<file path="src/sv/lz_flag_group_decompressor_macros.svh">
// Assertion macros used by the decompressor module.
`ifndef LZ_FLAG_GROUP_DECOMPRESSOR_MACROS_SVH
`define LZ_FLAG_GROUP_DECOMPRESSOR_MACROS_SVH

// Whenever the trigger holds, the property must hold in the same cycle.
`define LZFG_ASSERT_IMPL(label, clk, rst_n, trig, prop, msg) \
    label: assert property (@(posedge clk) disable iff (!rst_n) (trig) |-> (prop)) \
        else $error(msg);

// Whenever the trigger holds, the property must hold in the next cycle.
`define LZFG_ASSERT_NEXT(label, clk, rst_n, trig, prop, msg) \
    label: assert property (@(posedge clk) disable iff (!rst_n) (trig) |=> (prop)) \
        else $error(msg);

`endif

</file>
<file path="src/sv/lzfg_pkg.sv">
`default_nettype none
package lzfg_pkg;

    typedef struct packed {
        logic [7:0] stream_byte;
        logic       end_of_stream;
    } in_item_t;

    typedef struct packed {
        logic [31:0] out_bytes;
        logic [2:0]  byte_count;
        logic        run_last;
        logic        stream_done;
        logic [2:0]  status;
    } out_item_t;

    localparam logic [2:0] ST_OK          = 3'd0;
    localparam logic [2:0] ST_HEADER      = 3'd1;
    localparam logic [2:0] ST_LENGTH      = 3'd2;
    localparam logic [2:0] ST_REF_TRUNC   = 3'd3;
    localparam logic [2:0] ST_REF_INVALID = 3'd4;
    localparam logic [2:0] ST_LIT_TRUNC   = 3'd5;
    localparam logic [2:0] ST_SIZE        = 3'd6;
    localparam logic [2:0] ST_CHECKSUM    = 3'd7;

    localparam logic [31:0] FNV_BASIS = 32'd2166136261;
    localparam logic [31:0] FNV_PRIME = 32'd16777619;
    localparam logic [7:0]  MAGIC_0   = 8'h50;
    localparam logic [7:0]  MAGIC_1   = 8'h5A;
    localparam logic [7:0]  VER_LEGACY  = 8'h31;
    localparam logic [7:0]  VER_CURRENT = 8'h32;

endpackage
`default_nettype wire

</file>
<file path="src/sv/lzfg_fnv.sv">
`default_nettype none
module lzfg_fnv (
    input  wire logic        clk,
    input  wire logic        rst_n,
    input  wire logic        clear,
    input  wire logic        step,
    input  wire logic [7:0]  data,
    output logic [31:0]      sum
);
    logic [31:0] sum_reg;
    logic [31:0] sum_next;

    always_comb
    begin
        sum_next = sum_reg;
        if (clear)
        begin
            sum_next = lzfg_pkg::FNV_BASIS;
        end
        else if (step)
        begin
            sum_next = (sum_reg ^ {24'd0, data}) * lzfg_pkg::FNV_PRIME;
        end
    end

    always_ff @(posedge clk or negedge rst_n)
    begin
        if (!rst_n)
        begin
            sum_reg <= lzfg_pkg::FNV_BASIS;
        end
        else
        begin
            sum_reg <= sum_next;
        end
    end

    assign sum = sum_reg;
endmodule
`default_nettype wire
</file>
<file path="config.mk">
export PLATFORM = sky130hd
export DESIGN_NAME = lzfg_fnv
export DESIGN_NICKNAME = d
export VERILOG_FILES = /design/src/sv/lz_flag_group_decompressor_macros.svh /design/src/sv/lzfg_pkg.sv /design/src/sv/lzfg_fnv.sv
export SDC_FILE = /design/constraint.sdc
export NUM_CORES = 1
export LEC_CHECK = 0
export ABC_CLOCK_PERIOD_IN_PS = 8200
export BUFFER_PORTS_ARGS = -buffer_cell sky130_fd_sc_hd__buf_2
export CAP_MARGIN = 30
export CORE_UTILIZATION = 40
export DETAILED_ROUTE_END_ITERATION = 6
export PLACE_DENSITY = 0.65
export SETUP_SLACK_MARGIN = 0.5
export SLEW_MARGIN = 0
export SYNTH_ARGS = -nofsm -noshare
export SYNTH_HDL_FRONTEND = slang
export SYNTH_SLANG_ARGS = --single-unit
</file>
<file path="constraint.sdc">
create_clock -name clk -period 8.2 [get_ports clk]
set_clock_uncertainty 0.2 [all_clocks]
set_input_delay 1.23 -clock clk [delete_from_list [all_inputs] [get_ports clk]]
set_output_delay 1.23 -clock clk [all_outputs]
set_load 0.03 [all_outputs]
</file>
==> results of run 1 <==
==> worst paths after layout <==
check | slack, ps | from | cells after the start | endpoint
setup / recovery | 1500 | data[6] | 20 | sum[30]$_DFFE_PN0P_
hold / removal | 370 | sum[0]$_DFFE_PN1P_ | 2 | sum[0]$_DFFE_PN1P_
setup reg to reg | 1980 | sum[6]$_DFFE_PN1P_ | 19 | sum[30]$_DFFE_PN0P_
hold reg to reg | 370 | sum[0]$_DFFE_PN1P_ | 2 | sum[0]$_DFFE_PN1P_
max in group asynchronous | 6470 | rst_n | 1 | sum[9]$_DFFE_PN0P_
min in group asynchronous | 830 | rst_n | 1 | sum[4]$_DFFE_PN0P_
==> metal layers <==
layer / vias up / wire (um) / part of all wire, %
li1: 2432 / - / -
met1: 2393 / 7580 / 48
met2: 79 / 7340 / 47
met3: 15 / 492 / 3.1
met4: 0 / 247 / 1.6
met5: - / 0 / 0
==> synthesized netlist by cell type (6+ instances only) <==
| library cell | number | area share [%] |
|---|---|---|
| a21oi_1 | 30 | 2.2 |
| nor2b_1 | 9 | 0.81 |
| a21o_1 | 9 | 0.98 |
| xnor2_1 | 27 | 3.4 |
| dfstp_2 | 14 | 5.3 |
| nor3_1 | 11 | 0.80 |
| o21ai_0 | 14 | 1.0 |
| nand2_1 | 11 | 0.60 |
| dfrtp_1 | 18 | 6.5 |
| clkbuf_1 | 11 | 0.60 |
| inv_1 | 165 | 9.0 |
| fa_1 | 74 | 21 |
| ha_1 | 185 | 33 |
| nand3_1 | 6 | 0.43 |
| nor2_1 | 27 | 1.5 |
| xor2_1 | 20 | 2.5 |
| mux2i_1 | 9 | 1.3 |
==> cells in the final DEF (no fill, tap or decap), types with 3 or more instances in the layout <==
cell type and count:
a21oi_1 30, a21o_1 9, buf_2 43, or3_1 4, a211o_1 5, clkbuf_16 5
a211oi_1 3, nor3_1 11, o21a_1 5, fa_1 74, xnor2_1 27, nor2b_1 9
o21bai_1 3, o21ai_0 14, nand3_1 6, o31ai_1 4, dfstp_2 14, nand2_1 11
nand4_1 5, or2_2 3, dfrtp_1 18, nor2_1 27, ha_1 185, inv_1 165
xor2_1 20, mux2i_1 9
==> cells by family after synthesis <==
group	after synthesis	synth area share [%]
adders and majority gates	259	54.9
buffers and inverters	177	9.61
AOI/OAI and AO/OA	101	10.2
and+or+nand+nor	86	6.26
xor gates and xnor gates	47	5.95
DFF	32	11.8
muxes	9	1.30
==> cell type report <==
| cell class | count | area (um2) |
|---|---|---|
| clock inverters | 3 | 42.5 |
| repair buffers | 45 | 230 |
| inverters | 165 | 619 |
| fillers | 1631 | 9220 |
| multi-input cells | 502 | 5430 |
| well taps | 220 | 275 |
| flip-flops and latches | 32 | 818 |
| clock buffers | 5 | 125 |
==> worst min-delay path, stage by stage, from the launching register on <==
cell	delay [ps]
dfstp_2	380
a21oi_1	110
o21bai_1	80
==> metrics by stage <==
| stage | util [%] | worst slack, ps | instance area [um2] |
|---|---|---|---|
| 3_3_place_gp | 44.0 | 1290 | 7380 |
| 6_report | 45.0 | 1500 | 7540 |
| 2_1_floorplan | - | 1840 | 6920 |
| 3_5_place_dp | 44.0 | 1230 | 7380 |
| 4_1_cts | 45.0 | 1510 | 7540 |
| 5_1_grt | 45.0 | 1090 | 7540 |
==> run_summary.xml, run 1 <==
<?xml version="1.0" encoding="UTF-8"?>
<metrics>
  <group name="clock_tree">
    <metric name="setup_fix_bufs_post_cts" unit="">0</metric>
    <metric name="ctsRootBufferMaster" unit="">clkbuf_16</metric>
    <metric name="cts.path.max_buffers" unit="">2</metric>
    <metric name="cts_tree" unit="">built</metric>
    <metric name="clkLatencyLatePin" unit="ps">280</metric>
    <metric name="cts-hold-fix-buffers" unit="">0</metric>
    <metric name="tritoncts.num_buffers" unit="">5</metric>
    <metric name="cts_repair_resize_count" unit="">0</metric>
    <metric name="clk_pin_slew_worst_paths" unit="ps">60</metric>
    <metric name="clock_tree.htree_level_count" unit="">2</metric>
    <metric name="clock_sink_count" unit="">32</metric>
  </group>
  <group name="worst_setup_path">
    <metric name="crit_path_start_kind" unit="">primary input</metric>
    <metric name="crit_required" unit="ps">8180</metric>
    <metric name="critical-path-top-cell-by-count" unit="">ha_1</metric>
    <metric name="end_kind" unit="">register</metric>
    <metric name="critPathKind" unit="">in -&gt; reg</metric>
    <metric name="critical_path.max_stage_delay" unit="ps">530</metric>
    <metric name="worstPathMaxFanout" unit="">6</metric>
    <metric name="worst_path_max_delay_cell" unit="">xor2_1</metric>
    <metric name="critical_path.cell_chain" unit="">buf_2, xor2_1, ha_1, ha_1, fa_1, ha_1, fa_1, ha_1, inv_1, fa_1, inv_1, ha_1, a21o_1, a21o_1, a221oi_2, o21ai_2, a221oi_1, a21oi_1, xnor2_1, a211oi_1</metric>
    <metric name="critPathTopFamily" unit="">adder cells</metric>
    <metric name="worstPathArrival" unit="ps">6680</metric>
    <metric name="cp.buffers_inverters" unit="">3</metric>
  </group>
  <group name="detailed_routing">
    <metric name="route.detailed.drc" unit="">0</metric>
    <metric name="detailedRoute.firstIterationViolations" unit="">186</metric>
    <metric name="ant_nets" unit="">0</metric>
    <metric name="drt-total-wl" unit="um">15700</metric>
    <metric name="num_vias" unit="">4919</metric>
    <metric name="vias_per_cell" unit="">5.06</metric>
    <metric name="routed_wire_length_per_instance" unit="um">16.1</metric>
    <metric name="drt_pass1_iterations" unit="">4</metric>
  </group>
  <group name="synthesis">
    <metric name="postSynthNetCount" unit="">982</metric>
    <metric name="synth_seq_cells" unit="">32</metric>
    <metric name="cell_area_after_synthesis" unit="um2">6920</metric>
    <metric name="synth_flop_cell" unit="">dfrtp_1</metric>
    <metric name="synth-warning-count" unit="">0</metric>
    <metric name="mean_area_per_synthesized_cell" unit="um2">9.73</metric>
    <metric name="fraction_of_the_yosys_area_taken_by_sequential_cells" unit="%">11.8</metric>
    <metric name="synth-edff-count" unit="">0</metric>
    <metric name="post_synth_num_cell_types" unit="">56</metric>
    <metric name="asyncSetResetFlopFracSynth" unit="%">100</metric>
    <metric name="synthesis.instances" unit="">711</metric>
  </group>
  <group name="global_routing">
    <metric name="globalRoute.busiestLayer" unit="">met2</metric>
    <metric name="grt_pass1_wl" unit="um">26400</metric>
    <metric name="grt_max_degree" unit="">36</metric>
    <metric name="grt_use_met3" unit="%">1.98</metric>
    <metric name="grt_antenna_before_repair" unit="">0</metric>
    <metric name="first_global_vias" unit="">5261</metric>
    <metric name="global_route.overflow_total" unit="">0</metric>
    <metric name="track_usage" unit="%">19.1</metric>
    <metric name="grt_util_met1" unit="%">26.2</metric>
    <metric name="grt_use_met2" unit="%">32.6</metric>
  </group>
  <group name="cells_and_area">
    <metric name="final_cell_count_no_fill" unit="">972</metric>
    <metric name="diodes" unit="">0</metric>
    <metric name="layout-area-overhead-vs-synth" unit="%">9.08</metric>
    <metric name="largest_reg_flops" unit="">32</metric>
    <metric name="drive_above_1_share" unit="%">10.8</metric>
    <metric name="layout.nets" unit="">1022</metric>
  </group>
  <group name="sta">
    <metric name="hold_viol" unit="">0</metric>
    <metric name="final-max-slew-violation-count" unit="">0</metric>
    <metric name="grt_setup_unrepaired" unit="">no</metric>
    <metric name="post_layout_minimum_cycle_time" unit="ps">6700</metric>
    <metric name="hold_slack" unit="ps">371</metric>
    <metric name="timing.max_slew.rel_slack" unit="%">47.6</metric>
    <metric name="tightest_slew" unit="ps">786</metric>
    <metric name="finalSetupTns" unit="ps">0</metric>
    <metric name="period_share" unit="%">81.8</metric>
    <metric name="fmax" unit="GHz">0.149</metric>
    <metric name="setup_violations" unit="">0</metric>
  </group>
  <group name="job">
    <metric name="maxCapViolations" unit="">0</metric>
  </group>
  <group name="place">
    <metric name="placed_cells" unit="">964</metric>
    <metric name="post-dp-hpwl" unit="um">13000</metric>
    <metric name="input_output_buffers" unit="">43</metric>
    <metric name="routabilityCongestion" unit="">0.886</metric>
  </group>
  <group name="floorplanning">
    <metric name="io_pins" unit="">44</metric>
    <metric name="fp.dieArea" unit="um2">17800</metric>
    <metric name="start_util" unit="%">41.3</metric>
    <metric name="die_h" unit="um">133</metric>
    <metric name="placeableCoreArea" unit="um2">16800</metric>
    <metric name="die_w" unit="um">133</metric>
    <metric name="floorplan.rows" unit="">47</metric>
  </group>
  <group name="worst_hold_path">
    <metric name="hold_path.class" unit="">reg -&gt; reg</metric>
  </group>
  <group name="status">
    <metric name="run_status" unit="">finished, final reports clean</metric>
  </group>
</metrics>
Power of run 1 is not shown: default switching activity piles up to over one toggle a cycle in this logic, so the estimate is an artifact.
==> inputs of run 2 (changes only) <==
--- a/config.mk
+++ b/config.mk
@@ -5,12 +5,12 @@
 export SDC_FILE = /design/constraint.sdc
 export NUM_CORES = 1
 export LEC_CHECK = 0
-export ABC_CLOCK_PERIOD_IN_PS = 8200
+export ABC_CLOCK_PERIOD_IN_PS = 5900
 export BUFFER_PORTS_ARGS = -buffer_cell sky130_fd_sc_hd__buf_2
 export CAP_MARGIN = 30
 export CORE_UTILIZATION = 40
 export DETAILED_ROUTE_END_ITERATION = 6
-export PLACE_DENSITY = 0.65
+export PLACE_DENSITY = 0.68
 export SETUP_SLACK_MARGIN = 0.5
 export SLEW_MARGIN = 0
 export SYNTH_ARGS = -nofsm -noshare
==> constraint.sdc (replaced) <==
create_clock -name clk -period 5.9 [get_ports clk]
set_clock_uncertainty 0.2 [all_clocks]
set_input_delay 0.885 -clock clk [delete_from_list [all_inputs] [get_ports clk]]
set_output_delay 0.885 -clock clk [all_outputs]
set_load 0.03 [all_outputs]
==> run_summary.xml, run 2 (synthesis results as in run 1) <==
<?xml version="1.0" encoding="UTF-8"?>
<metrics>
  <group name="sta">
    <metric name="fmax" unit="GHz">0.179</metric>
    <metric name="final-max-slew-violation-count" unit="">0</metric>
    <metric name="period_share" unit="%">94.6</metric>
    <metric name="post_layout_minimum_cycle_time" unit="ps">5580</metric>
    <metric name="hold_slack" unit="ps">383</metric>
    <metric name="timing.max_slew.rel_slack" unit="%">43.7</metric>
    <metric name="tightest_slew" unit="ps">844</metric>
    <metric name="setup_violations" unit="">0</metric>
    <metric name="grt_setup_unrepaired" unit="">yes</metric>
    <metric name="hold_viol" unit="">0</metric>
  </group>
  <group name="clock_tree">
    <metric name="cts_tree" unit="">built</metric>
    <metric name="clkLatencyLatePin" unit="ps">280</metric>
    <metric name="tritoncts.num_buffers" unit="">5</metric>
    <metric name="cts.path.max_buffers" unit="">2</metric>
    <metric name="ctsRootBufferMaster" unit="">clkbuf_16</metric>
    <metric name="clock_sink_count" unit="">32</metric>
    <metric name="clk_pin_slew_worst_paths" unit="ps">60</metric>
    <metric name="clock_tree.htree_level_count" unit="">2</metric>
  </group>
  <group name="floorplanning">
    <metric name="fp.dieArea" unit="um2">17800</metric>
    <metric name="start_util" unit="%">41.3</metric>
    <metric name="die_w" unit="um">133</metric>
    <metric name="io_pins" unit="">44</metric>
    <metric name="placeableCoreArea" unit="um2">16800</metric>
    <metric name="die_h" unit="um">133</metric>
    <metric name="floorplan.rows" unit="">47</metric>
  </group>
  <group name="place">
    <metric name="input_output_buffers" unit="">43</metric>
    <metric name="post-dp-hpwl" unit="um">14100</metric>
    <metric name="routabilityCongestion" unit="">0.855</metric>
  </group>
  <group name="cells_and_area">
    <metric name="multiInputGateArea" unit="um2">6120</metric>
    <metric name="final.fill_count" unit="">1518</metric>
    <metric name="area.sequential" unit="um2">820</metric>
    <metric name="mostFrequentLayoutCells" unit="">156 x inv_1, 153 x ha_1, 72 x fa_1</metric>
    <metric name="layout_commonest_cell" unit="">inv_1</metric>
    <metric name="largest_reg_flops" unit="">32</metric>
    <metric name="layout.nets" unit="">1066</metric>
    <metric name="layout-area-overhead-vs-synth" unit="%">24.0</metric>
    <metric name="diodes" unit="">0</metric>
    <metric name="drive_above_1_share" unit="%">25.4</metric>
  </group>
  <group name="detailed_routing">
    <metric name="route.detailed.drc" unit="">0</metric>
    <metric name="vias_per_cell" unit="">5.13</metric>
    <metric name="ant_nets" unit="">0</metric>
    <metric name="drt-total-wl" unit="um">17200</metric>
    <metric name="num_vias" unit="">5210</metric>
    <metric name="drt_pass1_iterations" unit="">4</metric>
    <metric name="routed_wire_length_per_instance" unit="um">17.0</metric>
    <metric name="detailedRoute.firstIterationViolations" unit="">188</metric>
  </group>
  <group name="global_routing">
    <metric name="grt_antenna_before_repair" unit="">0</metric>
    <metric name="track_usage" unit="%">20.2</metric>
    <metric name="grt_max_degree" unit="">36</metric>
    <metric name="first_global_vias" unit="">5528</metric>
    <metric name="global_route.overflow_total" unit="">0</metric>
    <metric name="grt_pass1_wl" unit="um">28000</metric>
  </group>
  <group name="worst_hold_path">
    <metric name="hold_path.class" unit="">reg -&gt; reg</metric>
    <metric name="hold-path-cell-count" unit="">2</metric>
  </group>
  <group name="worst_setup_path">
    <metric name="critPathKind" unit="">in -&gt; reg</metric>
    <metric name="end_kind" unit="">register</metric>
    <metric name="crit_required" unit="ps">5870</metric>
    <metric name="crit_path_start_kind" unit="">primary input</metric>
    <metric name="reg2regPathDepth" unit="">19</metric>
    <metric name="worstPathArrival" unit="ps">5550</metric>
    <metric name="worstPathMaxFanout" unit="">3</metric>
  </group>
  <group name="status">
    <metric name="run_status" unit="">finished, final reports clean</metric>
  </group>
  <group name="job">
    <metric name="maxCapViolations" unit="">0</metric>
  </group>
</metrics>
## run 2: final cells by class
class                      count  share of cell area, %
clock buffer                   5                   1.46
inverter                     165                   7.25
tap                          220                   3.21
sequential                    32                   9.56
clock inverter                 3                  0.219
timing repair buffer          89                   6.95
multi-input combinational    502                   71.3
## run 2: through the flow
stage / TNS, ps / setup WS, ps / cells / utilization [%] / area, um2
5_1_grt: 0 / 182 / 1016 / 51.1 / 8570
3_5_place_dp: -127 / -72.7 / 991 / 47.4 / 7940
6_report: 0 / 320 / 1016 / 51.1 / 8570
2_1_floorplan: 0 / 257 / 711 / - / 7290
3_3_place_gp: -48.9 / -48.9 / 991 / 47.4 / 7940
4_1_cts: 0 / 353 / 1008 / 49.6 / 8310
## run 2: worst paths after layout
| check | end | startpoint | slack [ps] |
|---|---|---|---|
| worst min-delay path | sum[31]$_DFFE_PN1P_ | sum[31]$_DFFE_PN1P_ | 380 |
| worst min register to register | sum[31]$_DFFE_PN1P_ | sum[31]$_DFFE_PN1P_ | 380 |
| min in group asynchronous | sum[3]$_DFFE_PN0P_ | rst_n | 470 |
| worst max-delay path | sum[21]$_DFFE_PN0P_ | data[6] | 320 |
| worst max register to register | sum[21]$_DFFE_PN0P_ | sum[6]$_DFFE_PN1P_ | 400 |
| max in group asynchronous | sum[13]$_DFFE_PN0P_ | rst_n | 4440 |
## run 2: timing repair
action                                  4_1_cts  5_1_grt
gates resized for setup                      29       35
pin swaps                                    31       42
endpoints found under the setup margin       14       16
hold buffers                                  0        0
setup buffers                                 9        8
## run 2: worst max-delay path, stage by stage
cell and delay [ps]:
buf_8 100, xor2_4 260, ha_4 260, ha_4 240, fa_2 590, ha_4 130
fa_1 440, ha_4 280, inv_2 30, fa_1 520, inv_2 50, ha_4 150
buf_4 140, a21oi_1 180, and3_4 240, a21oi_2 60, o21a_2 240, o21a_1 180
or3_1 300, a32o_1 260
## run 2: routing by layer
layer / global-route usage, % / wire [um] / up-vias
met5: 0 / 0 / -
met4: 2.65 / 212 / 0
met2: 35.4 / 8390 / 90
met3: 2.44 / 605 / 17
li1: - / - / 2514
met1: 27.2 / 8030 / 2589
Power of run 2 is left out for the same reason.
==> inputs of run 3 (changes only) <==
--- a/config.mk
+++ b/config.mk
@@ -7,7 +7,8 @@
 export LEC_CHECK = 0
 export ABC_CLOCK_PERIOD_IN_PS = 5900
 export BUFFER_PORTS_ARGS = -buffer_cell sky130_fd_sc_hd__buf_2
-export CAP_MARGIN = 30
+export CAP_MARGIN = 20
+export CORE_MARGIN = 4
 export CORE_UTILIZATION = 40
 export DETAILED_ROUTE_END_ITERATION = 6
 export PLACE_DENSITY = 0.68
==> run_summary.xml, run 3 (synthesis results as in run 1) <==
<?xml version="1.0" encoding="UTF-8"?>
<metrics>
  <group name="cells_and_area">
    <metric name="layout.nets" unit="">1069</metric>
    <metric name="largest_reg_flops" unit="">32</metric>
    <metric name="layout_commonest_cell" unit="">inv_1</metric>
    <metric name="final.fill_count" unit="">1526</metric>
    <metric name="mostFrequentLayoutCells" unit="">155 x inv_1, 147 x ha_1, 73 x fa_1</metric>
    <metric name="drive_above_1_share" unit="%">27.2</metric>
    <metric name="layout-area-overhead-vs-synth" unit="%">26.1</metric>
  </group>
  <group name="worst_setup_path">
    <metric name="critPathKind" unit="">in -&gt; reg</metric>
    <metric name="crit_path_start_kind" unit="">primary input</metric>
    <metric name="crit_required" unit="ps">5920</metric>
    <metric name="worstPathMaxFanout" unit="">5</metric>
    <metric name="worstPathArrival" unit="ps">5520</metric>
    <metric name="worstReg2RegEnd" unit="">sum[24]$_DFFE_PN1P_</metric>
    <metric name="end_kind" unit="">register</metric>
    <metric name="timing.rr.start" unit="">sum[6]$_DFFE_PN1P_</metric>
    <metric name="reg2reg_setup_slack" unit="ps">470</metric>
    <metric name="reg2regPathDepth" unit="">19</metric>
  </group>
  <group name="global_routing">
    <metric name="grt_antenna_before_repair" unit="">1</metric>
    <metric name="grt_max_degree" unit="">36</metric>
    <metric name="track_usage" unit="%">18.5</metric>
    <metric name="global_route.overflow_total" unit="">0</metric>
    <metric name="first_global_vias" unit="">5512</metric>
    <metric name="grt_pass1_wl" unit="um">28800</metric>
  </group>
  <group name="floorplanning">
    <metric name="floorplan.rows" unit="">47</metric>
    <metric name="die_w" unit="um">139</metric>
    <metric name="placeableCoreArea" unit="um2">16800</metric>
    <metric name="start_util" unit="%">41.3</metric>
    <metric name="die_h" unit="um">139</metric>
    <metric name="fp.dieArea" unit="um2">19500</metric>
    <metric name="io_pins" unit="">44</metric>
  </group>
  <group name="sta">
    <metric name="setup_violations" unit="">0</metric>
    <metric name="fmax" unit="GHz">0.182</metric>
    <metric name="tightest_slew" unit="ps">855</metric>
    <metric name="grt_setup_unrepaired" unit="">yes</metric>
    <metric name="timing.max_slew.rel_slack" unit="%">43.0</metric>
    <metric name="post_layout_minimum_cycle_time" unit="ps">5500</metric>
    <metric name="worst_slack" unit="ps">401</metric>
    <metric name="period_share" unit="%">93.2</metric>
    <metric name="hold_viol" unit="">0</metric>
    <metric name="final-max-slew-violation-count" unit="">0</metric>
  </group>
  <group name="clock_tree">
    <metric name="tritoncts.num_buffers" unit="">5</metric>
    <metric name="clk_pin_slew_worst_paths" unit="ps">60</metric>
    <metric name="cts.path.max_buffers" unit="">2</metric>
    <metric name="clkLatencyLatePin" unit="ps">290</metric>
    <metric name="clock_tree.htree_level_count" unit="">2</metric>
    <metric name="cts_tree" unit="">built</metric>
    <metric name="clock_sink_count" unit="">32</metric>
    <metric name="ctsRootBufferMaster" unit="">clkbuf_16</metric>
  </group>
  <group name="worst_hold_path">
    <metric name="holdCritStartpoint" unit="">sum[31]$_DFFE_PN1P_</metric>
    <metric name="hold_path.class" unit="">reg -&gt; reg</metric>
    <metric name="hold_end" unit="">sum[31]$_DFFE_PN1P_</metric>
    <metric name="hold-path-cell-count" unit="">2</metric>
  </group>
  <group name="detailed_routing">
    <metric name="detailedRoute.firstIterationViolations" unit="">215</metric>
    <metric name="drt-total-wl" unit="um">17400</metric>
    <metric name="ant_nets" unit="">0</metric>
    <metric name="drt_pass1_iterations" unit="">4</metric>
    <metric name="routed_wire_length_per_instance" unit="um">17.1</metric>
    <metric name="vias_per_cell" unit="">5.13</metric>
    <metric name="route.detailed.drc" unit="">0</metric>
    <metric name="num_vias" unit="">5229</metric>
  </group>
  <group name="status">
    <metric name="run_status" unit="">finished, final reports clean</metric>
  </group>
  <group name="place">
    <metric name="post-dp-hpwl" unit="um">14000</metric>
    <metric name="routabilityCongestion" unit="">0.855</metric>
    <metric name="input_output_buffers" unit="">43</metric>
    <metric name="dp_slack" unit="ps">-14.0</metric>
  </group>
  <group name="job">
    <metric name="maxCapViolations" unit="">0</metric>
  </group>
</metrics>
-- run 3: cell count changes in the layout (fill, tap and decap cells not counted), moves of 3 or more --
cell	delta
ha_2	+6
a21oi_1	-4
a21oi_2	+3
buf_6	+4
xor2_4	+3
ha_1	-6
-- run 3: per-layer routing --
| layer | up-vias | part of all wire [%] | track usage, % |
|---|---|---|---|
| met5 | - | 0.075 | 0 |
| met4 | 2 | 1.7 | 3.24 |
| met3 | 26 | 4.5 | 3.46 |
| met2 | 93 | 48 | 31.6 |
| met1 | 2577 | 46 | 24.7 |
| li1 | 2531 | - | - |
-- run 3: timing repair --
item,CTS,global route
pin swaps,36,50
gates resized for setup,32,53
endpoints found under the setup margin,12,17
buffers inserted,8,15
hold buffers,0,0
-- run 3: final cells by class --
cell class | instances | area, um2 | share of cell area [%]
Timing Repair Buffer | 92 | 641 | 7.34
Multi-Input combinational cell | 502 | 6200 | 71.0
Inverter | 165 | 622 | 7.13
Tap cell | 220 | 275 | 3.16
Antenna cell | 1 | 2.50 | 0.0287
Sequential cell | 32 | 818 | 9.38
Clock buffer | 5 | 125 | 1.43
Clock inverter | 3 | 42.5 | 0.488
-- run 3: through the flow --
step / area (um2) / instances / util (%) / TNS (ps) / hold WS, ps
floorplan: 7290 / 711 / - / 0 / 389
global route: 8720 / 1019 / 52.0 / 0 / 443
global placement: 7920 / 988 / 47.3 / 0 / 350
detailed placement: 7920 / 988 / 47.3 / -14.0 / 363
finish: 8720 / 1020 / 52.0 / 0 / 380
CTS: 8330 / 1004 / 49.7 / 0 / 379
-- run 3: worst max-delay path by stage --
stage,start,end,slack (ps),depth (start not counted)
6_report,data[6],sum[24]$_DFFE_PN1P_,400,20
5_1_grt,data[6],sum[24]$_DFFE_PN1P_,230,20
4_1_cts,data[6],sum[24]$_DFFE_PN1P_,380,20
3_5_place_dp,data[4],sum[24]$_DFFE_PN1P_,-10,20
3_3_place_gp,data[4],sum[24]$_DFFE_PN1P_,30,20
2_1_floorplan,data[1],sum[21]$_DFFE_PN0P_,260,19
-- run 3: worst max-delay path, cell delays in order --
cell and delay [ps]:
buf_8 100, xor2_4 270, ha_4 260, ha_4 230
fa_1 480, ha_2 180, fa_1 410, ha_1 300
inv_2 40, fa_1 510, inv_2 50, ha_4 210
a21o_1 170, a21o_1 170, a221oi_2 320, o21ai_4 140
a2111o_1 400, nand2_2 70, xnor2_1 70, a211o_1 250
Power of run 3 is left out for the same reason.
